--- src/sv/mam_pkg.sv ---
// ----------------------------------------------------------------------------
// mam_pkg
// Shared constants, register codes and types for the matrix add/sub/multiply
// core.
// ----------------------------------------------------------------------------
`default_nettype none

package mam_pkg;

  localparam int CFG_IDX_W  = 3;
  localparam int CFG_DATA_W = 4;
  localparam int MODE_W     = 2;
  localparam int DIMREG_W   = 4;
  localparam int CLAMP_W    = 5;   // clamped dimension, up to 15
  localparam int ELEM_W     = 16;  // Q8.8
  localparam int SUM_W      = ELEM_W + 1;
  localparam int PROD_W     = 2 * ELEM_W;
  localparam int RES_W      = 40;  // Q24.16
  localparam int FRAC_SHIFT = 8;   // Q9.8 sum to Q24.16
  localparam int ROWCOL_W   = 3;
  localparam int OUT_DEPTH  = 4;   // result FIFO entries
  localparam int JOBQ_DEPTH = 2;   // one entry per buffer bank

  localparam logic [CFG_IDX_W-1:0] REG_MODE   = 3'd0;
  localparam logic [CFG_IDX_W-1:0] REG_ROWS_A = 3'd1;
  localparam logic [CFG_IDX_W-1:0] REG_COLS_A = 3'd2;
  localparam logic [CFG_IDX_W-1:0] REG_ROWS_B = 3'd3;
  localparam logic [CFG_IDX_W-1:0] REG_COLS_B = 3'd4;

  localparam logic [MODE_W-1:0] MODE_ADD = 2'd0;
  localparam logic [MODE_W-1:0] MODE_SUB = 2'd1;
  localparam logic [MODE_W-1:0] MODE_MUL = 2'd2;

  localparam logic [MODE_W-1:0]   MODE_RESET = MODE_MUL;
  localparam logic [DIMREG_W-1:0] DIM_RESET  = 4'd1;

  typedef struct packed {
    logic [MODE_W-1:0]   mode;
    logic [DIMREG_W-1:0] rows_a;
    logic [DIMREG_W-1:0] cols_a;
    logic [DIMREG_W-1:0] rows_b;
    logic [DIMREG_W-1:0] cols_b;
  } cfg_t;

  // one finished load, waiting for the compute side
  typedef struct packed {
    cfg_t cfg;
    logic bank;
  } job_t;

  typedef struct packed {
    logic signed [RES_W-1:0] element_out;
    logic [ROWCOL_W-1:0]     out_row;
    logic [ROWCOL_W-1:0]     out_col;
    logic                    mismatch;
    logic                    last;
  } res_t;

  // zero counts as 1, anything above max_dim counts as max_dim
  function automatic logic [CLAMP_W-1:0] clamp_dim(input logic [DIMREG_W-1:0] v,
                                                   input int unsigned max_dim);
    logic [CLAMP_W-1:0] r;
    if (v == '0) begin
      r = CLAMP_W'(1);
    end else if (32'(v) > max_dim) begin
      r = CLAMP_W'(max_dim);
    end else begin
      r = CLAMP_W'(v);
    end
    return r;
  endfunction

endpackage

`default_nettype wire

--- src/sv/mam_jobq.sv ---
// ----------------------------------------------------------------------------
// mam_jobq
// Two-entry queue of finished loads between the load side and the compute
// side. An entry stays until its last read or its mismatch word is issued.
// ----------------------------------------------------------------------------
`default_nettype none

module mam_jobq (
  input  logic           clk,
  input  logic           rst,
  input  logic           push,
  input  mam_pkg::job_t  push_job,
  output logic           full,
  output logic           head_valid,
  output mam_pkg::job_t  head_job,
  input  logic           pop
);

  localparam int PW = $clog2(mam_pkg::JOBQ_DEPTH);
  localparam int CW = $clog2(mam_pkg::JOBQ_DEPTH + 1);

  mam_pkg::job_t entries [mam_pkg::JOBQ_DEPTH];
  logic [PW-1:0] wp;
  logic [PW-1:0] rp;
  logic [CW-1:0] cnt;

  assign full       = (cnt == CW'(mam_pkg::JOBQ_DEPTH));
  assign head_valid = (cnt != '0);
  assign head_job   = entries[rp];

  always_ff @(posedge clk) begin
    if (rst) begin
      wp  <= '0;
      rp  <= '0;
      cnt <= '0;
    end else begin
      if (push) begin
        entries[wp] <= push_job;
        wp          <= wp + 1'b1;
      end
      if (pop) begin
        rp <= rp + 1'b1;
      end
      cnt <= cnt + CW'(push) - CW'(pop);
    end
  end

endmodule

`default_nettype wire

--- config.mk ---
export PLATFORM = sky130hd
export DESIGN_NAME = mam_jobq
export DESIGN_NICKNAME = d
export VERILOG_FILES = /design/src/sv/mam_pkg.sv /design/src/sv/mam_jobq.sv
export SDC_FILE = /design/constraint.sdc
export NUM_CORES = 1
export LEC_CHECK = 0
export BUFFER_PORTS_ARGS = -buffer_cell sky130_fd_sc_hd__buf_2
export CORE_MARGIN = 5
export CORE_UTILIZATION = 51
export CTS_BUF_LIST = sky130_fd_sc_hd__clkbuf_8
export DETAILED_ROUTE_END_ITERATION = 10
export GPL_TIMING_DRIVEN = 0
export PLACE_DENSITY = 0.78
export SLEW_MARGIN = 40
export SYNTH_ARGS = -nofsm -noshare
export SYNTH_HDL_FRONTEND = slang
export SYNTH_SLANG_ARGS = --single-unit
--- constraint.sdc ---
create_clock -name clk -period 3.16 [get_ports clk]
set_clock_uncertainty 0.05 [all_clocks]
set_input_delay 0 -clock clk [delete_from_list [all_inputs] [get_ports clk]]
set_output_delay 0 -clock clk [all_outputs]
set_load 0.01 [all_outputs]
-- Word-level counts from Yosys, hierarchy flattened
Memories as Yosys holds them, arrays and structs flattened. A register that Yosys moved wholly into a read port is not among the register bits.
Cells that the tools add are included.
- $add $sub $neg: 4
- eq/ne operators: 1
- reductions and logical operators: 1
- multiplexer cells: 5
- operators by type and width (kind ; count):
    $mux 1 ; 5
    $add 1x1->1 const B ; 2
    $add 2x1->2 ; 1
    $eq 2x2->1 const B ; 1
    $reduce_bool 2->1 ; 1
    $sub 2x1->2 ; 1
- output and inout port bits: 21
- input bits: 23
- memories kept: 1
- bits in registers: 4
- memory bits (writable): 38
- memory list (memory ; depth ; bits a word ; rd ports ; clocked after memory_dff ; write ports ; line ; text):
    entries ; 2 ; 19 ; 1 ; 1 ; 1 ; mam_jobq.sv:22 ; mam_pkg::job_t entries [mam_pkg::JOBQ_DEPTH];

-- Depth between registers and ports, before layout
Gate-level depths: netlist of the first run.
- depth after elaboration: 3
- gate-level depth with buffers: 6
- mapped depth without buffers: 6

-- Least setup slack after synthesis of the first run
No wires, ideal clock.
- kind: flip-flop to flip-flop
- from: reg wp
- to: mem entries[0][0] (netlist name) (enable)
- clock period less this slack: 2.259 ns
- cell stages (with the launch flop): 2
- setup time: 0.423 ns
- path slack: 0.901 ns
- data arrival time: 1.786 ns
- buffers on the path: 0
- cells stage by stage: dfxtp_1 nor3b_1
- RTL lines (what ; line ; text):
    start, declared ; mam_jobq.sv:23 ; logic [PW-1:0] wp;
    start signal, assigned ; mam_jobq.sv:39 ; wp <= wp + 1'b1;
    end, declared ; mam_jobq.sv:22 ;
No word-level cell before the write port.

-- Worst setup path after layout of the first run
- from: in rst
- to: mem entries[0][9] (netlist name) (enable)
- word-level cells in the longest chain between the ends: 2
- RTL lines (what ; line ; text):
    start, declared ; mam_jobq.sv:10 ; input logic rst,
    $mux 1 ; mam_jobq.sv:32 ; if (rst) begin
    $mux 1 (not written as such) ; mam_jobq.sv:38 ; entries[wp] <= push_job;
No other way between the ends.

==> results of run 1 <==
==> registers in the layout, indices dropped and copies added (netlist names), named ones only <==
signal,cells
wp,1
entries,38
rp,1
cnt,2
==> synth_stat cells <==
cell type,count,area (um^2)
buf_6,1,11.3
mux2_4,10,150
buf_12,1,20.0
edfxtp_1,38,1140
xnor3_1,1,22.5
nor2_1,4,15.0
nor3b_1,1,7.51
dfxtp_1,5,100
xnor2_1,2,17.5
inv_1,2,7.51
ha_1,2,25.0
nor2b_1,2,12.5
mux2_2,9,101
and3b_1,1,8.76
or2_2,1,6.26
==> area by class of cell <==
| type | instances | area share |
|---|---|---|
| plain buffers | 2 | 0.0140 |
| clock buffers | 5 | 0.0308 |
| clock inverters | 3 | 0.00504 |
| inverters | 2 | 0.00336 |
| multi-input cells | 33 | 0.167 |
| flip-flops and latches | 43 | 0.556 |
| well taps | 44 | 0.0246 |
| repair buffers | 67 | 0.199 |
==> cells in the final DEF, fill, tap and decap left out, drive strengths merged <==
cell          n
buf          47
edfxtp       38
dlygate4sd3  22
mux2         19
inv           5
dfxtp         5
clkbuf        5
nor2          4
nor2b         2
xnor2         2
ha            2
or2           1
and3b         1
nor3b         1
xnor3         1
==> layer usage <==
| layer | up-vias | track usage | wire, um |
|---|---|---|---|
| li1 | 450 | - | - |
| met2 | 28 | 0.239 | 1430 |
| met4 | 0 | 0.0381 | 11 |
| met3 | 2 | 0.0556 | 177 |
| met1 | 449 | 0.151 | 1040 |
| met5 | - | 0 | 0 |
==> critical path: cells and delay by family <==
kind	cells	cell delay (ps)
buf+inv	3	1030
simple gates	1	490
==> metrics by stage <==
step	cell area (um^2)	hold WS, ps
after detailed placement	1930	142
final	2230	56.0
after global routing	2230	87.7
after floorplan	1650	21.6
after CTS	2230	52.5
after global placement	1920	137
==> logic make-up after synthesis <==
group                    count (synthesis)
adder cells (fa/ha/maj)                  2
XOR/XNOR                                 3
flip-flops                              43
multiplexers                            19
AND/OR/NAND/NOR                          9
buffers and inverters                    4
==> worst min-delay path by stage <==
stage                 start                  endpoint  slack [ps]  depth (start not counted)
6_report               push         cnt[0]$_SDFF_PP0_          60                          3
3_5_place_dp   push_job[16]  entries[0][16]$_DFFE_PP_         140                          1
5_1_grt                push         cnt[0]$_SDFF_PP0_          90                          3
3_3_place_gp   push_job[15]  entries[0][15]$_DFFE_PP_         140                          1
4_1_cts                push         cnt[0]$_SDFF_PP0_          50                          3
2_1_floorplan           rst         cnt[0]$_SDFF_PP0_          20                          1
==> report_power, final <==
group          switching [mW]  internal [mW]  total, mW  leakage (nW)
Clock                   0.157          0.147      0.304        0.0519
Combinational          0.0748          0.108      0.183         0.464
Sequential             0.0106          0.649      0.660         0.391
==> what timing repair did <==
action | CTS | global route
endpoints found under the setup margin | 0 | 0
buffers inserted | 0 | 0
endpoints found under the hold margin | 43 | 0
hold buffers | 22 | 0
==> metrics.md, run 1 <==
| Metric | Value |
|---|---|
| Status | complete, no violations |
| Clock sink count | 43 |
| Clock Pin Slew Worst Setup and Hold Paths | 70 ps |
| Rel. slew slack | 0.627 |
| Setup_tns | 0 ps |
| Worst setup path startpoint | rst |
| DRT Pass-1 Iters | 4 |
| WL/cell | 13.3 um |
| IO Pins | 44 |
| Post-synthesis mux area share | 0.153 |
| Die footprint | 4460 um^2 |
| Synthesized Nets | 105 |
| Initial antenna violation count | 0 |
| PnR worst setup slack | 1570 ps |
| Layout cells sized above 1 | 0.477 |
| VDD IR-drop max | 0.355 mV |
| Adder-Cell Fraction of Synth Area | 0.0152 |
| Setup crit end | entries[0][9]$_DFFE_PP_ |
| Yosys warns | 0 |
| Routed via count | 929 |
| Cell count after synthesis | 80 |
| Critical Path Slowest Stage Cell | dlygate4sd3_1 |
| Combinational family with the most area after synthesis | multiplexers |
| Final-layout fill cell count | 209 |
| Syn_area_per_cell | 20.6 um^2 |
| Worst Tran Pin Value | 556 ps |
| Height of the die | 66.8 um |
| DR vias/cell | 4.67 |
| Pwr/cell area | 513 nW/um^2 |
| DRT Wirelength | 2650 um |
| Setup CP Type | input pin to flip-flop |
| Final Power | 1.15 mW |
| Fin crit period | 1590 ps |
| Layout overhead on the synthesized area | 35.6% |
| CTS tree | built |
| Max clock buf depth | 2 |
| Post-Syn Area | 1650 um^2 |
| CP peak stage delay | 540 ps |
| Area of the multi-input gates | 373 um^2 |
| Setup WS pre-CTS | 1550 ps |
| Worst R2R End | entries[0][9]$_DFFE_PP_ |
| Worst path cell trace | dlygate4sd3_1, buf_2, nor3b_2, buf_2 |
| Leak | 0.906 nW |
| Post-Synth Simple-Gate Area | 0.0304 |
| Total core area | 3080 um^2 |
| Worst Path Max Fanout | 8 |
| Final Hold Fails | 0 |
| Initial DRC count | 18 |
| Diodes inserted | 0 |
| Cells after DPL | 169 |
| Max Freq | 0.629 GHz |
| Min-delay worst type | input pin to flip-flop |
| H-Tree Depth | 2 |
| NumNets Final | 179 |
| Buffers on Ports | 43 |
| Yosys reg bits | 43 |
| Period utilisation layout | 0.503 |
| Gr usage total | 0.136 |
| Synth Area in Compound Gates | 0 |
| Max-slew violation count | 0 |
| CP endpoint kind | flip-flop |
| CTS buffer count | 5 |
| Worst Path Required | 3090 ps |
| Grt ovf | 0 |
| Non-Filler Instances | 199 |
| Starting Density | 0.535 |
| Clk_lat worst skew | 280 ps |
| RePlAce Congestion | 0.660 |
| Gates resized, CTS repair | 0 |
| Die W | 66.8 um |
| Total of max-cap violations | 0 |
| Root buffer cell | clkbuf_8 |
| Xor and xnor area share after synthesis | 0.0243 |
| Unrepaired setup endpoints after global routing | no |
| Synth cell types | 15 |
| DRC | 0 |
| R2r setup slk | 1640 ps |
| First-pass GRT wire length | 4390 um |
| Total area of sequential cells | 1240 um^2 |
| Routed Antenna Nets | 0 |
| Fin util | 0.726 |
| Row count | 20 |
| Reg-to-Reg Start | wp$_SDFFE_PP0P_ |
| Final setup violation count | 0 |
| Register area share after synthesis | 0.754 |
| R2R depth | 2 |
| Largest net degree at the start of global routing | 20 |
| Critical Path Start Type | input pin |
| WP data arrival | 1520 ps |
| Crit-path most repeated cell | buf_2 |
| Vias in the first global route | 976 |
No activity file was read; power rests on OpenSTA's default activity.
==> run 2, diff against run 1 <==
--- a/config.mk
+++ b/config.mk
@@ -7,11 +7,11 @@
 export LEC_CHECK = 0
 export BUFFER_PORTS_ARGS = -buffer_cell sky130_fd_sc_hd__buf_2
 export CORE_MARGIN = 5
-export CORE_UTILIZATION = 51
+export CORE_UTILIZATION = 48
 export CTS_BUF_LIST = sky130_fd_sc_hd__clkbuf_8
 export DETAILED_ROUTE_END_ITERATION = 10
 export GPL_TIMING_DRIVEN = 0
-export PLACE_DENSITY = 0.78
+export PLACE_DENSITY = 0.77
 export SLEW_MARGIN = 40
 export SYNTH_ARGS = -nofsm -noshare
 export SYNTH_HDL_FRONTEND = slang
==> constraint.sdc (replaced) <==
create_clock -name clk -period 1.4 [get_ports clk]
set_clock_uncertainty 0.05 [all_clocks]
set_input_delay 0 -clock clk [delete_from_list [all_inputs] [get_ports clk]]
set_output_delay 0 -clock clk [all_outputs]
set_load 0.01 [all_outputs]
==> metrics.md, run 2 (synthesis results as in run 1) <==
| Metric | Value |
|---|---|
| VDD IR-drop max | 0.853 mV (was 0.355 mV) |
| Final setup violation count | 0 (unchanged) |
| Post-route cell area | 2440 um^2 (was 2230 um^2) |
| Routed via count | 955 (was 929) |
| Leak | 0.979 nW (was 0.906 nW) |
| Gr usage total | 0.132 (was 0.136) |
| Layout cells sized above 1 | 0.500 (was 0.477) |
| Area of the multi-input gates | 389 um^2 (was 373 um^2) |
| Fin crit period | 1390 ps |
| Max Freq | 0.721 GHz |
| Worst Tran Pin Value | 312 ps (was 556 ps) |
| Worst Path Required | 1350 ps (was 3090 ps) |
| Reg-to-Reg Start | wp$_SDFFE_PP0P_ (unchanged) |
| Min-delay worst type | input pin to flip-flop (unchanged) |
| Total area of sequential cells | 1240 um^2 (about the same) |
| Buffers on Ports | 43 (unchanged) |
| Top Registers | entries x38, cnt x2 (unchanged) |
| PnR worst setup slack | 13.3 ps (was 1570 ps) |
| Final Hold Fails | 0 (unchanged) |
| Max reg flops | 38 (unchanged) |
| Initial antenna violation count | 0 (unchanged) |
| Critical Path Start Type | flip-flop (was input pin) |
| Hold path cells | 3 (unchanged) |
| DRC | 0 (unchanged) |
| WP data arrival | 1340 ps (was 1520 ps) |
| Grt ovf | 0 (unchanged) |
| Cells after DPL | 170 (was 169) |
| DRT Pass-1 Iters | 3 (was 4) |
| H-Tree Depth | 2 (unchanged) |
| Setup CP Type | flip-flop to output pin (was input pin to flip-flop) |
| Die footprint | 4700 um^2 (was 4460 um^2) |
| R2r setup slk | 70 ps (was 1640 ps) |
| Worst R2R End | wp$_SDFFE_PP0P_ (was entries[0][9]$_DFFE_PP_) |
| First-pass GRT wire length | 4170 um (was 4390 um) |
| Routed Antenna Nets | 0 (unchanged) |
| Biggest register | entries (unchanged) |
| Max-slew violation count | 0 (unchanged) |
| IO Pins | 44 (unchanged) |
| Clock sink count | 43 (unchanged) |
| DR vias/cell | 4.64 (was 4.67) |
| Fin util | 0.730 (was 0.726) |
| CTS buffer count | 5 (unchanged) |
| Root buffer cell | clkbuf_8 (unchanged) |
| Diodes inserted | 0 (unchanged) |
| Non-Filler Instances | 206 (was 199) |
| Status | complete, no violations (unchanged) |
| CTS tree | built (unchanged) |
| WL/cell | 15.0 um (was 13.3 um) |
| Vias in the first global route | 949 (was 976) |
| Unrepaired setup endpoints after global routing | yes (was no) |
| Rel. slew slack | 0.792 (was 0.627) |
| Die W | 68.6 um (was 66.8 um) |
| Largest net degree at the start of global routing | 20 (unchanged) |
| Final Power | 2.72 mW (was 1.15 mW) |
| DRT Wirelength | 3100 um (was 2650 um) |
| Worst Path Max Fanout | 6 (was 8) |
| NumNets Final | 184 (was 179) |
| Height of the die | 68.6 um (was 66.8 um) |
| CP endpoint kind | output pin (was flip-flop) |
| Clk_lat worst skew | 280 ps (about the same) |
| Total of max-cap violations | 0 (unchanged) |
| Setup WS pre-CTS | -111 ps (was 1550 ps) |
| Clock Pin Slew Worst Setup and Hold Paths | 70 ps (about the same) |
| Starting Density | 0.493 (was 0.535) |
| Hold path start | push (unchanged) |
| Initial DRC count | 29 (was 18) |
| Commonest non-fill, non-tap cell in the layout | edfxtp_1 (was buf_2) |
| RePlAce Congestion | 0.627 (was 0.660) |
| Total core area | 3340 um^2 (was 3080 um^2) |
| Layout overhead on the synthesized area | 47.9% (was 35.6%) |
| Period utilisation layout | 0.990 |
| R2R depth | 3 (was 2) |
| Most frequent cells in the layout | 38 x edfxtp_1, 26 x buf_2, 22 x dlygate4sd3_1, 19 x buf_6, 12 x mux2_4 (was 45 x buf_2, 38 x edfxtp_1, 22 x dlygate4sd3_1, 10 x mux2_4, 9 x mux2_2) |
| Max clock buf depth | 2 (unchanged) |
| Final-layout fill cell count | 224 (was 209) |
| Hold Path End | cnt[0]$_SDFF_PP0_ (unchanged) |
| Row count | 21 (was 20) |
| Pwr/cell area | 1120 nW/um^2 (was 513 nW/um^2) |
| Dpl cell area | 1940 um^2 (was 1930 um^2) |
run 2: cell count changes in the layout (fill, tap and decap cells not counted), sizes merged:
cell,delta
buf,+4
clkinv,+2
inv,-2
clkbuf,+1
run 2: through the flow:
| step | hold slack [ps] | setup TNS, ps |
|---|---|---|
| finish | 66.5 | 0 |
| CTS | 53.7 | 0 |
| global route | 89.3 | -291 |
| global placement | 138 | -7910 |
| floorplan | 21.6 | 0 |
| detailed placement | 142 | -1000 |
run 2: timing repair:
| action | CTS | global route |
|---|---|---|
| pin swaps | 1 | 0 |
| hold buffers | 22 | 0 |
| gates cloned | 0 | 1 |
| buffers inserted | 5 | 0 |
| endpoints found under the hold margin | 43 | 0 |
| setup endpoints to repair | 19 | 36 |
| resized for setup | 0 | 23 |
run 2: critical path, cell delays in order, from the launching register on:
cell and delay [ps]:
dfxtp_2 320, buf_6 140, buf_12 120, mux2_2 340, buf_6 120
run 2: metal layers:
metal / vias to the layer above / GRT usage / share of wire
li1: 460 / - / -
met1: 457 / 0.132 / 0.37
met2: 31 / 0.232 / 0.54
met3: 7 / 0.0502 / 0.069
met4: 0 / 0.0744 / 0.018
met5: - / 0 / 0
run 2: where the power goes:
part | total, mW | switching, mW | leakage [nW] | internal (mW)
logic | 0.528 | 0.195 | 0.543 | 0.333
registers | 1.49 | 0.0265 | 0.391 | 1.47
clock network | 0.704 | 0.372 | 0.0444 | 0.332
run 2: area by class of cell:
cell class,instances,share of cell area
clock inverter,3,0.00462
clock buffer,5,0.0282
multi-input combinational,33,0.160
tap,46,0.0236
inverter,2,0.00308
timing repair buffer,72,0.258
sequential,43,0.510
buffer,2,0.0128
run 2: how the worst max path moves through the flow:
stage                          from                        to  cells past startpoint
global route              flip-flop              head_job[10]                      4
floorplan           wp$_SDFFE_PP0P_   entries[1][0]$_DFFE_PP_                      1
global placement    wp$_SDFFE_PP0P_  entries[1][11]$_DFFE_PP_                      1
finish                    flip-flop              head_job[13]                      4
CTS                       flip-flop               head_job[2]                      4
detailed placement  wp$_SDFFE_PP0P_  entries[0][15]$_DFFE_PP_                      2
==> run 3, diff against run 2 <==
--- a/config.mk
+++ b/config.mk
@@ -6,12 +6,12 @@
 export NUM_CORES = 1
 export LEC_CHECK = 0
 export BUFFER_PORTS_ARGS = -buffer_cell sky130_fd_sc_hd__buf_2
-export CORE_MARGIN = 5
 export CORE_UTILIZATION = 48
 export CTS_BUF_LIST = sky130_fd_sc_hd__clkbuf_8
 export DETAILED_ROUTE_END_ITERATION = 10
 export GPL_TIMING_DRIVEN = 0
 export PLACE_DENSITY = 0.77
+export SETUP_SLACK_MARGIN = 0.15
 export SLEW_MARGIN = 40
 export SYNTH_ARGS = -nofsm -noshare
 export SYNTH_HDL_FRONTEND = slang
==> metrics.md, run 3 (synthesis results as in run 1) <==
| Metric | Value |
|---|---|
| Top Registers | entries x38, cnt x2 (unchanged) |
| DP HPWL | 1670 um |
| Max Freq | 0.723 GHz (was 0.721 GHz) |
| Root buffer cell | clkbuf_8 (unchanged) |
| RePlAce Congestion | 0.629 (was 0.627) |
| Routed via count | 985 (was 955) |
| DRC | 0 (unchanged) |
| WL/cell | 14.7 um (was 15.0 um) |
| Final setup violation count | 0 (unchanged) |
| Vias in the first global route | 1018 (was 949) |
| Biggest register | entries (unchanged) |
| Worst Path Max Fanout | 10 (was 6) |
| Max-slew violation count | 0 (unchanged) |
| CP endpoint kind | output pin (unchanged) |
| CTS buffer count | 5 (unchanged) |
| Routed Antenna Nets | 0 (unchanged) |
| Cells after DPL | 168 (was 170) |
| Clock Pin Slew Worst Setup and Hold Paths | 70 ps (about the same) |
| Status | complete, no violations (unchanged) |
| Clock sink count | 43 (unchanged) |
| Clk_lat worst skew | 290 ps (was 280 ps) |
| Setup_tns | 0 ps (unchanged) |
| NumNets Final | 183 (was 184) |
| Unrepaired setup endpoints after global routing | yes (unchanged) |
| Setup CP Type | flip-flop to output pin (unchanged) |
| DR vias/cell | 4.85 (was 4.64) |
| Worst Tran Pin Value | 317 ps (was 312 ps) |
| Largest net degree at the start of global routing | 20 (unchanged) |
| Pwr/cell area | 1180 nW/um^2 (was 1120 nW/um^2) |
| Starting Density | 0.522 (was 0.493) |
| Max clock buf depth | 2 (unchanged) |
| Total of max-cap violations | 0 (unchanged) |
| DRT Pass-1 Iters | 4 (was 3) |
| Hold slack | 160 ps (was 66.5 ps) |
| Buffers on Ports | 43 (unchanged) |
| Rel. slew slack | 0.789 (was 0.792) |
| Height of the die | 60.6 um (was 68.6 um) |
| H-Tree Depth | 2 (unchanged) |
| Layout cells sized above 1 | 0.547 (was 0.500) |
| Worst Path Required | 1350 ps (about the same) |
| Diodes inserted | 0 (unchanged) |
| Critical Path Start Type | flip-flop (unchanged) |
| VDD IR-drop max | 0.910 mV (was 0.853 mV) |
| Non-Filler Instances | 203 (was 206) |
| Max reg flops | 38 (unchanged) |
| Commonest non-fill, non-tap cell in the layout | edfxtp_1 (unchanged) |
| WP data arrival | 1330 ps (was 1340 ps) |
| Die W | 60.6 um (was 68.6 um) |
| Gr usage total | 0.180 (was 0.132) |
| Fin crit period | 1380 ps (was 1390 ps) |
| IO Pins | 44 (unchanged) |
| Total core area | 3150 um^2 (was 3340 um^2) |
| Final Power | 2.96 mW (was 2.72 mW) |
| Initial antenna violation count | 0 (unchanged) |
| Die footprint | 3670 um^2 (was 4700 um^2) |
| Most frequent cells in the layout | 38 x edfxtp_1, 24 x buf_2, 22 x dlygate4sd3_1, 21 x buf_6, 19 x mux2_4 (was 38 x edfxtp_1, 26 x buf_2, 22 x dlygate4sd3_1, 19 x buf_6, 12 x mux2_4) |
| Post-route cell area | 2510 um^2 (was 2440 um^2) |
| Row count | 20 (was 21) |
| Period utilisation layout | 0.988 (was 0.990) |
| Min-delay worst type | input pin to flip-flop (unchanged) |
| DRT Wirelength | 2990 um (was 3100 um) |
| Leak | 1.01 nW (was 0.979 nW) |
| Layout overhead on the synthesized area | 52.7% (was 47.9%) |
| Initial DRC count | 22 (was 29) |
| Grt ovf | 0 (unchanged) |
| First-pass GRT wire length | 4370 um (was 4170 um) |
| Final Hold Fails | 0 (unchanged) |
| Dpl cell area | 1940 um^2 (about the same) |
| CTS tree | built (unchanged) |
[run 3: cell types whose count changed in the layout (fill, tap and decap cells not counted), sizes merged]
cell,previous run,this run
inv,3,2
clkbuf,6,5
bufinv,0,1
[run 3: layer usage]
metal	GRT usage	wire, um
met5	0	0
met4	0.0682	42
met3	0.0704	132
met2	0.334	1660
met1	0.181	1150
[run 3: stage by stage]
step	utilization	setup slack (ps)
after floorplan	-	65.3
after global placement	0.612	-183
after detailed placement	0.616	-17.2
after CTS	0.786	8.43
after global routing	0.798	-34.6
final	0.798	17.4
[run 3: timing repair]
action	CTS	global route
pin swaps	1	2
endpoints found under the hold margin	43	0
resized for setup	30	6
buffers inserted	4	1
endpoints found under the setup margin	58	21
hold buffers	22	0
[run 3: worst paths after layout]
path                           from                       to  slack (ps)  depth (start not counted)
hold / removal                  rst  entries[0][8]$_DFFE_PP_         160                          3
setup reg to reg  cnt[0]$_SDFF_PP0_        cnt[1]$_SDFF_PP0_         200                          6
setup / recovery          flip-flop             head_job[12]          20                          4
hold reg to reg     rp$_SDFFE_PP0P_                flip-flop         500                          2
[run 3: layout make-up]
cell class,instances,area (um^2)
buffer,2,31.3
clock buffer,5,68.8
clock inverter,3,38.8
fill,177,638
inverter,2,7.51
multi-input combinational,33,440
sequential,43,1240
tap,44,55.1
timing repair buffer,71,628
[run 3: critical path, stage by stage (launching register included)]
cell and delay (ps):
dfxtp_2 320, buf_6 130, buf_12 150, mux2_4 310, buf_6 120
[run 3: power breakdown]
group | switching [mW] | total (mW) | internal (mW) | leakage, nW
Sequential | 0.0307 | 1.50 | 1.47 | 0.391
Combinational | 0.203 | 0.556 | 0.353 | 0.563
Clock | 0.386 | 0.908 | 0.522 | 0.0556
